$ cat src/sv/ehd_pkg.sv
`default_nettype none

package ehd_pkg;

  // Field types
  typedef logic [13:0] year_t;
  typedef logic [2:0]  mode_t;
  typedef logic [3:0]  month_t;
  typedef logic [4:0]  day_t;
  typedef logic [8:0]  doy_t;

  // Pipeline depth, input register to output register
  localparam int NSTAGE = 8;

  // Holiday selector codes
  localparam mode_t MODE_EASTER      = 3'd0;
  localparam mode_t MODE_CARNIVAL    = 3'd1;
  localparam mode_t MODE_GOOD_FRIDAY = 3'd2;
  localparam mode_t MODE_ASCENSION   = 3'd3;
  localparam mode_t MODE_WHITSUN     = 3'd4;

  // Offsets from Easter Sunday, in days
  localparam doy_t CARNIVAL_BACK    = 9'd49;
  localparam doy_t GOOD_FRIDAY_BACK = 9'd2;
  localparam doy_t ASCENSION_FWD    = 9'd39;
  localparam doy_t WHITSUN_FWD      = 9'd49;

  // Days before the first of each month, common year
  localparam doy_t DAYS_BEFORE [12] = '{
    9'd0, 9'd31, 9'd59, 9'd90, 9'd120, 9'd151,
    9'd181, 9'd212, 9'd243, 9'd273, 9'd304, 9'd334
  };

  typedef struct packed {
    logic [7:0] q;
    logic [6:0] r;
  } divmod100_t;

  // Ordinal of the day before the first of month m (1..12)
  function automatic doy_t month_start(input month_t m, input logic leap);
    doy_t base;
    base = DAYS_BEFORE[4'(m - 4'd1)];
    return base + ((m > 4'd2) ? 9'(leap) : 9'd0);
  endfunction

  // y / 100 and y % 100: reciprocal estimate, then one correction step
  function automatic divmod100_t divmod100(input year_t y);
    logic [29:0] prod;
    logic [7:0]  q0;
    logic [13:0] r0;
    divmod100_t  res;
    prod = 30'(y) * 30'd10485;
    q0   = prod[27:20];
    r0   = y - 14'(14'(q0) * 14'd100);
    if (r0 >= 14'd100) begin
      res.q = q0 + 8'd1;
      res.r = 7'(r0 - 14'd100);
    end else begin
      res.q = q0;
      res.r = 7'(r0);
    end
    return res;
  endfunction

  // y % 19
  function automatic logic [4:0] mod19(input year_t y);
    logic [29:0] prod;
    logic [9:0]  q0;
    logic [13:0] r0;
    prod = 30'(y) * 30'd55188;
    q0   = prod[29:20];
    r0   = y - 14'(14'(q0) * 14'd19);
    return (r0 >= 14'd19) ? 5'(r0 - 14'd19) : 5'(r0);
  endfunction

  // x / 25 for x up to 171
  function automatic logic [2:0] div25(input logic [7:0] x);
    logic [13:0] prod;
    logic [3:0]  q0;
    logic [7:0]  r0;
    prod = 14'(x) * 14'd40;
    q0   = prod[13:10];
    r0   = x - 8'(8'(q0) * 8'd25);
    return (r0 >= 8'd25) ? 3'(q0 + 4'd1) : 3'(q0);
  endfunction

  // x / 3 for x up to 164
  function automatic logic [5:0] div3(input logic [7:0] x);
    logic [17:0] prod;
    logic [7:0]  q0;
    logic [7:0]  r0;
    prod = 18'(x) * 18'd341;
    q0   = prod[17:10];
    r0   = x - 8'(q0 * 8'd3);
    return (r0 >= 8'd3) ? 6'(q0 + 8'd1) : 6'(q0);
  endfunction

  // x % 30 for x below 1024
  function automatic logic [4:0] mod30(input logic [9:0] x);
    logic [17:0] prod;
    logic [5:0]  q0;
    logic [9:0]  r0;
    prod = 18'(x) * 18'd136;
    q0   = prod[17:12];
    r0   = x - 10'(10'(q0) * 10'd30);
    return (r0 >= 10'd30) ? 5'(r0 - 10'd30) : 5'(r0);
  endfunction

  // x % 7 for x below 128
  function automatic logic [2:0] mod7(input logic [6:0] x);
    logic [12:0] prod;
    logic [4:0]  q0;
    logic [6:0]  r0;
    prod = 13'(x) * 13'd36;
    q0   = prod[12:8];
    r0   = x - 7'(7'(q0) * 7'd7);
    return (r0 >= 7'd7) ? 3'(r0 - 7'd7) : 3'(r0);
  endfunction

endpackage

`default_nettype wire

$ cat src/sv/ehd_if.sv
`default_nettype none

// Request channel: year and holiday selector
interface ehd_in_if import ehd_pkg::*; ();
  logic  valid;
  logic  ready;
  year_t year;
  mode_t mode;

  modport source (output valid, output year, output mode, input ready);
  modport sink   (input valid, input year, input mode, output ready);
endinterface

// Result channel: holiday date
interface ehd_out_if import ehd_pkg::*; ();
  logic   valid;
  logic   ready;
  month_t month;
  day_t   day;
  doy_t   day_of_year;

  modport source (output valid, output month, output day, output day_of_year, input ready);
  modport sink   (input valid, input month, input day, input day_of_year, output ready);
endinterface

`default_nettype wire

$ cat src/sv/easter_holiday_date.sv
// easter_holiday_date: date of Easter and its movable feasts.
//
// in_ch carries one word per request: year (14 bits) and mode
// (0 Easter, 1 Carnival, 2 Good Friday, 3 Ascension, 4 Whitsuntide;
// 5..7 act as Easter). out_ch returns one word per request, in order:
// month, day of month and day of year of the selected holiday.
//
// The pipeline has 8 register stages (divisions of the year, epact,
// weekday, Easter ordinal, offset, month search) and takes one word every
// cycle unless a stall on out_ch.ready has filled every stage.
//
// Reset (rst_n low at a clock edge) drops every word in flight; out_ch.valid
// is low from the next cycle on. When out_ch.ready is low the output holds
// its word, and upstream stages keep filling any empty slots, so in_ch.ready
// falls only once all 8 stages are full. Nothing is lost or repeated.
`default_nettype none

module easter_holiday_date import ehd_pkg::*; (
  input  wire       clk,
  input  wire       rst_n,
  ehd_in_if.sink    in_ch,
  ehd_out_if.source out_ch
);

  // Stage valids and per-stage advance
  logic [NSTAGE-1:0] v_r;
  logic [NSTAGE-1:0] adv;

  always_comb begin
    adv[NSTAGE-1] = !v_r[NSTAGE-1] || out_ch.ready;
    for (int k = NSTAGE - 2; k >= 0; k--) begin
      adv[k] = !v_r[k] || adv[k+1];
    end
  end

  always_ff @(posedge clk) begin
    if (!rst_n) begin
      v_r <= '0;
    end else begin
      if (adv[0]) v_r[0] <= in_ch.valid;
      for (int k = 1; k < NSTAGE; k++) begin
        if (adv[k]) v_r[k] <= v_r[k-1];
      end
    end
  end

  assign in_ch.ready = adv[0];

  // Stage 0: golden number, century, year in century
  logic [4:0] s0_golden_r, s0_golden_nxt;
  logic [7:0] s0_century_r, s0_century_nxt;
  logic [6:0] s0_yr_r, s0_yr_nxt;
  mode_t      s0_mode_r;
  divmod100_t s0_dm;

  always_comb begin
    s0_dm          = divmod100(in_ch.year);
    s0_golden_nxt  = mod19(in_ch.year);
    s0_century_nxt = s0_dm.q;
    s0_yr_nxt      = s0_dm.r;
  end

  always_ff @(posedge clk) begin
    if (adv[0]) begin
      s0_golden_r  <= s0_golden_nxt;
      s0_century_r <= s0_century_nxt;
      s0_yr_r      <= s0_yr_nxt;
      s0_mode_r    <= in_ch.mode;
    end
  end

  // Stage 1: f term, partial epact sum, century/year splits, leap flag
  logic [4:0] s1_golden_r;
  logic [7:0] s1_century_r;
  logic [2:0] s1_f_r, s1_f_nxt;
  logic [9:0] s1_p_r, s1_p_nxt;
  logic [1:0] s1_cmod4_r;
  logic [4:0] s1_ydiv4_r;
  logic [1:0] s1_ymod4_r;
  logic       s1_leap_r, s1_leap_nxt;
  mode_t      s1_mode_r;

  always_comb begin
    s1_f_nxt    = div25(s0_century_r + 8'd8);
    s1_p_nxt    = 10'(s0_golden_r) * 10'd19 + 10'(s0_century_r) + 10'd15
                  - 10'(s0_century_r[7:2]);
    // divisible by 4, and not a century unless divisible by 400
    s1_leap_nxt = (s0_yr_r[1:0] == 2'd0)
                  && ((s0_yr_r != 7'd0) || (s0_century_r[1:0] == 2'd0));
  end

  always_ff @(posedge clk) begin
    if (adv[1]) begin
      s1_golden_r  <= s0_golden_r;
      s1_century_r <= s0_century_r;
      s1_f_r       <= s1_f_nxt;
      s1_p_r       <= s1_p_nxt;
      s1_cmod4_r   <= s0_century_r[1:0];
      s1_ydiv4_r   <= s0_yr_r[6:2];
      s1_ymod4_r   <= s0_yr_r[1:0];
      s1_leap_r    <= s1_leap_nxt;
      s1_mode_r    <= s0_mode_r;
    end
  end

  // Stage 2: g term, raw epact
  logic [4:0] s2_golden_r;
  logic [9:0] s2_eraw_r, s2_eraw_nxt;
  logic [5:0] s2_g;
  logic [1:0] s2_cmod4_r;
  logic [4:0] s2_ydiv4_r;
  logic [1:0] s2_ymod4_r;
  logic       s2_leap_r;
  mode_t      s2_mode_r;

  always_comb begin
    s2_g        = div3(s1_century_r - 8'(s1_f_r) + 8'd1);
    s2_eraw_nxt = s1_p_r - 10'(s2_g);
  end

  always_ff @(posedge clk) begin
    if (adv[2]) begin
      s2_golden_r <= s1_golden_r;
      s2_eraw_r   <= s2_eraw_nxt;
      s2_cmod4_r  <= s1_cmod4_r;
      s2_ydiv4_r  <= s1_ydiv4_r;
      s2_ymod4_r  <= s1_ymod4_r;
      s2_leap_r   <= s1_leap_r;
      s2_mode_r   <= s1_mode_r;
    end
  end

  // Stage 3: epact
  logic [4:0] s3_golden_r;
  logic [4:0] s3_epact_r, s3_epact_nxt;
  logic [1:0] s3_cmod4_r;
  logic [4:0] s3_ydiv4_r;
  logic [1:0] s3_ymod4_r;
  logic       s3_leap_r;
  mode_t      s3_mode_r;

  always_comb begin
    s3_epact_nxt = mod30(s2_eraw_r);
  end

  always_ff @(posedge clk) begin
    if (adv[3]) begin
      s3_golden_r <= s2_golden_r;
      s3_epact_r  <= s3_epact_nxt;
      s3_cmod4_r  <= s2_cmod4_r;
      s3_ydiv4_r  <= s2_ydiv4_r;
      s3_ymod4_r  <= s2_ymod4_r;
      s3_leap_r   <= s2_leap_r;
      s3_mode_r   <= s2_mode_r;
    end
  end

  // Stage 4: weekday correction; the sum never goes below zero
  logic [4:0] s4_golden_r;
  logic [4:0] s4_epact_r;
  logic [2:0] s4_wk_r, s4_wk_nxt;
  logic [7:0] s4_wsum;
  logic       s4_leap_r;
  mode_t      s4_mode_r;

  always_comb begin
    s4_wsum   = 8'd32 + {5'd0, s3_cmod4_r, 1'b0} + {2'd0, s3_ydiv4_r, 1'b0}
                - 8'(s3_epact_r) - 8'(s3_ymod4_r);
    s4_wk_nxt = mod7(s4_wsum[6:0]);
  end

  always_ff @(posedge clk) begin
    if (adv[4]) begin
      s4_golden_r <= s3_golden_r;
      s4_epact_r  <= s3_epact_r;
      s4_wk_r     <= s4_wk_nxt;
      s4_leap_r   <= s3_leap_r;
      s4_mode_r   <= s3_mode_r;
    end
  end

  // Stage 5: Easter as 31*month + day - 1; the /451 term is 0 or 1
  logic [7:0] s5_base_r, s5_base_nxt;
  logic [8:0] s5_csum;
  logic       s5_leap_r;
  mode_t      s5_mode_r;

  always_comb begin
    s5_csum     = 9'(s4_golden_r) + 9'(s4_epact_r) * 9'd11 + 9'(s4_wk_r) * 9'd22;
    s5_base_nxt = 8'(s4_epact_r) + 8'(s4_wk_r) + 8'd114
                  - ((s5_csum >= 9'd451) ? 8'd7 : 8'd0);
  end

  always_ff @(posedge clk) begin
    if (adv[5]) begin
      s5_base_r <= s5_base_nxt;
      s5_leap_r <= s4_leap_r;
      s5_mode_r <= s4_mode_r;
    end
  end

  // Stage 6: Easter ordinal, then the holiday offset
  // base stays in 114..149, so Easter is in March or April
  doy_t       s6_doy_r, s6_doy_nxt;
  doy_t       s6_easter;
  logic       s6_april;
  logic [4:0] s6_mday;
  logic       s6_leap_r;

  always_comb begin
    s6_april  = (s5_base_r >= 8'd124);
    s6_mday   = s6_april ? 5'(s5_base_r - 8'd123) : 5'(s5_base_r - 8'd92);
    s6_easter = 9'(s6_mday) + (s6_april ? DAYS_BEFORE[3] : DAYS_BEFORE[2])
                + 9'(s5_leap_r);
    case (s5_mode_r)
      MODE_CARNIVAL:    s6_doy_nxt = s6_easter - CARNIVAL_BACK;
      MODE_GOOD_FRIDAY: s6_doy_nxt = s6_easter - GOOD_FRIDAY_BACK;
      MODE_ASCENSION:   s6_doy_nxt = s6_easter + ASCENSION_FWD;
      MODE_WHITSUN:     s6_doy_nxt = s6_easter + WHITSUN_FWD;
      default:          s6_doy_nxt = s6_easter;
    endcase
  end

  always_ff @(posedge clk) begin
    if (adv[6]) begin
      s6_doy_r  <= s6_doy_nxt;
      s6_leap_r <= s5_leap_r;
    end
  end

  // Stage 7: last month starting on or before the ordinal; output register
  month_t month_r, month_nxt;
  day_t   day_r, day_nxt;
  doy_t   doy_r;

  always_comb begin
    month_nxt = 4'd1;
    for (int i = 2; i <= 12; i++) begin
      if (s6_doy_r > month_start(4'(i), s6_leap_r)) month_nxt = 4'(i);
    end
    day_nxt = 5'(s6_doy_r - month_start(month_nxt, s6_leap_r));
  end

  always_ff @(posedge clk) begin
    if (adv[7]) begin
      month_r <= month_nxt;
      day_r   <= day_nxt;
      doy_r   <= s6_doy_r;
    end
  end

  assign out_ch.valid       = v_r[NSTAGE-1];
  assign out_ch.month       = month_r;
  assign out_ch.day         = day_r;
  assign out_ch.day_of_year = doy_r;

endmodule

`default_nettype wire

$ cat src/flat_wrapper.sv
// flat-port wrapper written by rule: the top's interface ports become plain ports
module easter_holiday_date_flat import ehd_pkg::*;
  (clk, rst_n, in_ch_valid, in_ch_year, in_ch_mode, in_ch_ready, out_ch_valid, out_ch_month, out_ch_day, out_ch_day_of_year, out_ch_ready);
  ehd_in_if in_ch_i ();
  ehd_out_if out_ch_i ();
  input  wire clk;
  input  wire rst_n;
  input wire logic [$bits(in_ch_i.valid)-1:0] in_ch_valid;
  input wire logic [$bits(in_ch_i.year)-1:0] in_ch_year;
  input wire logic [$bits(in_ch_i.mode)-1:0] in_ch_mode;
  output wire logic [$bits(in_ch_i.ready)-1:0] in_ch_ready;
  output wire logic [$bits(out_ch_i.valid)-1:0] out_ch_valid;
  output wire logic [$bits(out_ch_i.month)-1:0] out_ch_month;
  output wire logic [$bits(out_ch_i.day)-1:0] out_ch_day;
  output wire logic [$bits(out_ch_i.day_of_year)-1:0] out_ch_day_of_year;
  input wire logic [$bits(out_ch_i.ready)-1:0] out_ch_ready;
  assign in_ch_i.valid = in_ch_valid;
  assign in_ch_i.year = in_ch_year;
  assign in_ch_i.mode = in_ch_mode;
  assign in_ch_ready = in_ch_i.ready;
  assign out_ch_valid = out_ch_i.valid;
  assign out_ch_month = out_ch_i.month;
  assign out_ch_day = out_ch_i.day;
  assign out_ch_day_of_year = out_ch_i.day_of_year;
  assign out_ch_i.ready = out_ch_ready;
  easter_holiday_date u_core (.clk(clk), .rst_n(rst_n), .in_ch(in_ch_i), .out_ch(out_ch_i));
endmodule
$ cat config.mk
export PLATFORM = sky130hd
export DESIGN_NAME = easter_holiday_date_flat
export DESIGN_NICKNAME = d
export VERILOG_FILES = /design/src/sv/ehd_pkg.sv /design/src/sv/ehd_if.sv /design/src/sv/easter_holiday_date.sv /design/src/flat_wrapper.sv
export SDC_FILE = /design/constraint.sdc
export NUM_CORES = 1
export LEC_CHECK = 0
export ABC_AREA = 1
export BUFFER_PORTS_ARGS = -buffer_cell sky130_fd_sc_hd__buf_2
export CAP_MARGIN = 20
export CORE_AREA = 4 4 213 215
export DETAILED_ROUTE_END_ITERATION = 8
export DIE_AREA = 0 0 217 219
export MAX_ROUTING_LAYER = met4
export PLACE_DENSITY = 0.73
export SKIP_LAST_GASP = 1
export SLEW_MARGIN = 20
export SYNTH_ARGS = -nofsm -noshare
export SYNTH_HDL_FRONTEND = slang
export SYNTH_SLANG_ARGS = --single-unit
$ cat constraint.sdc
create_clock -name clk -period 14.4 [get_ports clk]
set_input_delay 2.88 -clock clk [delete_from_list [all_inputs] [get_ports clk]]
set_output_delay 2.88 -clock clk [all_outputs]
set_load 0.02 [all_outputs]
* Word-level counts from Yosys, hierarchy flattened *
Memories as Yosys holds them, arrays and structs flattened.
Cells that the tools add are included.

word-level totals
  bits in registers = 178
  bits in read-only memories = 144
  input port bits = 21
  logic and storage cells = 185
  memories = 1

operators by class
  $add $sub $neg = 50
  multipliers = 15
  $lt $le $gt $ge = 21
  eq/ne operators = 4
  multiplexer cells = 24
  bitwise operators = 1
  reduce and logical (&&, ||, !) cells = 21

memory list
  memory            depth  width  read ports  clocked after memory_dff  write ports  line           RTL
  (name not given)  16     9      1           0                         0            ehd_pkg.sv:42  base = DAYS_BEFORE[4'(m - 4'd1)];

operators by type and width
  kind                                                                number
  greater-than comparator 9 bit                                       7
  multiplier 14 x 14 -> 28 bit, second input constant                 2
  adder 8 x 1 -> 9 bit, first input constant                          4
  one-hot mux 9 bit (4 select lines)                                  1
  subtractor 14 bit                                                   2
  adder 9 x 1 -> 9 bit, first input constant                          3
  2-to-1 mux 5 bit                                                    5
  subtractor 8 bit                                                    3
  2-to-1 mux 3 bit                                                    7
  2-to-1 mux 4 bit                                                    5
  subtractor 10 x 6 -> 10 bit                                         2
  subtractor 5 bit, second input constant                             4
  adder 5 x 9 -> 9 bit                                                2
  adder 9 x 6 -> 9 bit, second input constant                         2
  greater-than comparator 9 x 8 -> 1 bit                              2
  multiplier 8 x 9 -> 17 bit, second input constant                   1
  adder 7 x 1 -> 8 bit, first input constant                          2
  adder 8 x 1 -> 8 bit, second input constant                         2
  multiplier 10 x 5 -> 15 bit, second input constant                  1
  2-to-1 mux 15 bit                                                   1
  greater-or-equal comparator 14 x 5 -> 1 bit, second input constant  1
  greater-or-equal comparator 14 x 7 -> 1 bit, second input constant  1
  multiplier 10 x 5 -> 14 bit, second input constant                  1
  multiplier 8 x 5 -> 12 bit, second input constant                   1
  other kinds (56)                                                    74

* Longest topological paths before layout *
  depth after elaboration = 19
  depth in mapped cells = 61
  gate-level depth less buffers = 60

* Least setup slack after synthesis *
Ideal clock, no wire load.

  path type = input -> register
  from = input in_ch_year[7]
  to = register u_core.s0_century_r[4] (data pin)
  library setup time = 0.252 ns
  arrival time = 10.706 ns
  data required time = 14.148 ns
  setup slack = 3.442 ns
  stages = 46
  buffers on the path = 1
  cells stage by stage = inv_1 fa_1 inv_1 ha_1 inv_1 fa_1 inv_1 fa_1 fa_1 inv_1 fa_1 inv_1 ha_1 nand2_1 nor2_1 nand2_1 nor2_1 nand2_1 [10 not listed] a21oi_1 o21ai_0 nand2_1 nand2_1 a21oi_1 xor2_1 ha_1 inv_1 nor3_1 a221oi_1 nand3_1 nand2_1 inv_1 nor2_2 nand3_4 buf_6 nand2_1 nand2_1

RTL lines
  element               line                       RTL
  from (decl)           flat_wrapper.sv:9          input wire logic [$bits(in_ch_i.year)-1:0] in_ch_year;
  to (signal assigned)  easter_holiday_date.sv:66  s0_century_r <= s0_century_nxt;
  to (decl)             easter_holiday_date.sv:51  logic [7:0] s0_century_r, s0_century_nxt;

==> key figures <==
Critical path
  • Worst setup EP type: register
  • Worst Path Arrival: 12.11 ns
  • Worst path bufs/invs: 11
  • Crit Path Category: in -> reg
  • CP Data Required Time: 14.71 ns
  • CP max FO: 13
  • CP startpoint kind: primary input
  • R2r setup slk: 4.85 ns
  • Top cell family by delay on the critical path: adder cells
  • Largest stage delay, worst path: 0.60 ns
  • Critical path's slowest cell: fa_1

Routing
  • Pre-Repair DR Iteration Count: 5
  • DR DRC count: 0
  • Vias/cell: 5.24
  • Final wirelength: 49.2 mm
  • Initial DRC Count: 873
  • Number of routed nets with antenna violations: 0
  • Via count: 17800
  • Routed len/inst: 14.5 um

STA
  • RSZ-0062 raised after global routing: no
  • Final setup skew: 0.00960 ns
  • Max Freq: 84.7 MHz
  • TNS Setup: 0 ns
  • Max-slew violation count: 0
  • Worst rel slew slack: 41.2%
  • Final Hold Viols: 0
  • Tcrit/Tclk final: 82.0%
  • Final setup violation count: 0
  • Worst Tran Pin Value: 0.881 ns
  • Final min period: 11.81 ns

Clock tree
  • CTS max path bufs: 2
  • Total CTS buffers: 17
  • Worst-path clk slew: 0.07 ns
  • H-Tree Depth: 4
  • Clock latency on the worst-skew pair: 0.44 ns
  • Post-CTS Setup Inserts: 0
  • CTS tree: done
  • # hold bufs at CTS: 0
  • CTS Root Cell: clkbuf_16
  • Post-CTS resize count: 0
  • TritonCTS sink count: 176

Placed design
  • Buffers on Ports: 40
  • DPL Wire Length: 42.3 mm
  • Gpl congestion: 0.945

Die
  • Die W: 217 um
  • Die H: 219 um
  • I/O Pins: 41
  • Core area: 0.0437 mm^2
  • Starting Density: 55.9%
  • Rows: 77
  • Die outline area: 0.0475 mm^2

Final layout
  • Layout Nets: 3526
  • Area of the multi-input gates: 0.0167 mm^2
  • Share of layout cells above drive strength 1: 4.00%
  • Seq. cell area: 0.00520 mm^2
  • Ant. Diodes: 0
  • Fillers: 3813
  • Layout area overhead: 6.31%

Global route
  • Total congestion overflow: 0
  • Largest net degree at the start of global routing: 35
  • Vias in the first global route: 18600
  • Initial antenna violation count: 0
  • First-pass GRT wire length: 84.8 mm
  • Overall Global Routing Usage: 22.2%

Synth
  • Yosys warns: 0
  • Top_reg_cell synth: edfxtp_1
  • Seq/Total Area, Yosys: 21.3%
  • Number of cells produced by synthesis: 2732
  • Syn nets: 3469
  • FFs w/ async S/R, synth: 0%
  • Post-synth EDFFs: 168
  • Netlist cell types: 54
  • Register bit total from synthesis: 176
  • Synth Cell Area: 0.0245 mm^2
  • Synth Area per Inst: 8.95 um^2

Run status
  • Status: finished clean

Flow run
  • Max-Cap Viols: 0

Min path
  • HP Class: reg -> reg
synthesized netlist by cell type, types with 3 or more instances:
| master | n | area (um^2) |
|---|---|---|
| nand4_1 | 23 | 144 |
| fa_1 | 208 | 4160 |
| dfxtp_1 | 8 | 160 |
| nor4_1 | 5 | 31.3 |
| xnor2_1 | 57 | 499 |
| nand2_2 | 7 | 43.8 |
| xor2_1 | 97 | 850 |
| nor2_2 | 5 | 31.3 |
| o21bai_1 | 10 | 75.1 |
| o21ai_0 | 62 | 310 |
| nand3b_1 | 11 | 82.6 |
| o221ai_1 | 3 | 26.3 |
| nor2_1 | 113 | 424 |
| a211oi_1 | 8 | 60.1 |
| nand3_1 | 115 | 576 |
| a31oi_1 | 9 | 56.3 |
| or2_2 | 10 | 62.6 |
| nand3_2 | 7 | 70.1 |
| o22ai_1 | 3 | 18.8 |
| ha_1 | 508 | 6360 |
| o21ai_1 | 5 | 25.0 |
| a21oi_1 | 131 | 656 |
| inv_1 | 655 | 2460 |
| nor3_1 | 25 | 125 |
| o211ai_1 | 5 | 37.5 |
| edfxtp_1 | 168 | 5040 |
| o21a_1 | 5 | 37.5 |
| nand2_1 | 403 | 1510 |
| a21o_1 | 21 | 158 |
| and2_1 | 10 | 62.6 |
| o31ai_1 | 4 | 30.0 |
area by class of cell:
class                           count  share of cell area (%)
Sequential cell                   176                    20.0
Multi-Input combinational cell   1893                    64.4
Timing Repair Buffer               43                   0.857
Tap cell                          592                    2.85
Clock inverter                     15                   0.736
Clock buffer                       17                    1.64
Inverter                          658                    9.50
worst paths after layout:
kind | startpoint | to | cells past startpoint
worst min-delay path | u_core.s3_mode_r[0]$_DFFE_PP_ | u_core.s4_mode_r[0]$_DFFE_PP_ | 0
worst max-delay path | in_ch_year[6] | u_core.s0_yr_r[4]$_DFFE_PP_ | 47
worst max register to register | u_core.s1_century_r[1]$_DFFE_PP_ | u_core.s2_eraw_r[8]$_DFFE_PP_ | 51
worst min register to register | u_core.s3_mode_r[0]$_DFFE_PP_ | u_core.s4_mode_r[0]$_DFFE_PP_ | 0
metal layers:
layer,wire [um],global-route usage (%),vias to the layer above
met1,20800,26.1,8446
met3,1350,1.98,96
li1,-,-,8930
met4,1450,6.78,0
met2,25600,40.6,305
met5,0,-,-
metrics by stage:
stage	std cells	instance area [um^2]	utilization [%]	hold slack [ns]	setup WS [ns]
2_1_floorplan	2732	24500	-	0.400	3.44
3_3_place_gp	3362	25400	58.0	0.402	2.37
3_5_place_dp	3362	25400	58.0	0.405	2.19
4_1_cts	3394	26000	59.4	0.420	2.66
5_1_grt	3394	26000	59.4	0.426	1.76
6_report	3394	26000	59.4	0.419	2.59
layout by cell type (no fill, tap or decap), drive strengths merged, types with 25 or more instances in the layout:
cell and count:
nor2 120, inv 665, nand2 411, a21oi 132
ha 508, fa 208, xor2 97, o21ai 67
edfxtp 168, xnor2 57, nand3 123, buf 43
nor3 25
sequential cells by signal (all words and copies together), names as in the netlist, 4 cells and up:
name,count
u_core.out_ch.day,5
u_core.out_ch.day_of_year,9
u_core.out_ch.month,4
u_core.s0_century_r,8
u_core.s0_golden_r,5
u_core.s0_yr_r,7
u_core.s1_century_r,7
u_core.s1_golden_r,5
u_core.s1_p_r,10
u_core.s1_ydiv4_r,5
u_core.s2_eraw_r,10
u_core.s2_golden_r,5
u_core.s2_ydiv4_r,5
u_core.s3_epact_r,5
u_core.s3_golden_r,5
u_core.s3_ydiv4_r,5
u_core.s4_epact_r,5
u_core.s4_golden_r,5
u_core.s5_base_r,8
u_core.s6_doy_r,9
u_core.v_r,8
cell families (layout without fill, tap and decap cells):
| family | count (synthesis) | count (layout) | share of synthesized area, % |
|---|---|---|---|
| AND/OR/NAND/NOR | 744 | 744 | 13.3 |
| adder cells (fa/ha/maj) | 716 | 716 | 43.0 |
| buffers and inverters | 663 | 733 | 10.2 |
| AO/OA/AOI/OAI | 277 | 277 | 6.50 |
| flip-flops | 176 | 176 | 21.3 |
| XOR/XNOR | 155 | 155 | 5.61 |
| multiplexers | 1 | 1 | 0.0409 |
Power is not shown: default switching activity piles up to over one toggle a cycle in this logic, so the estimate is an artifact.
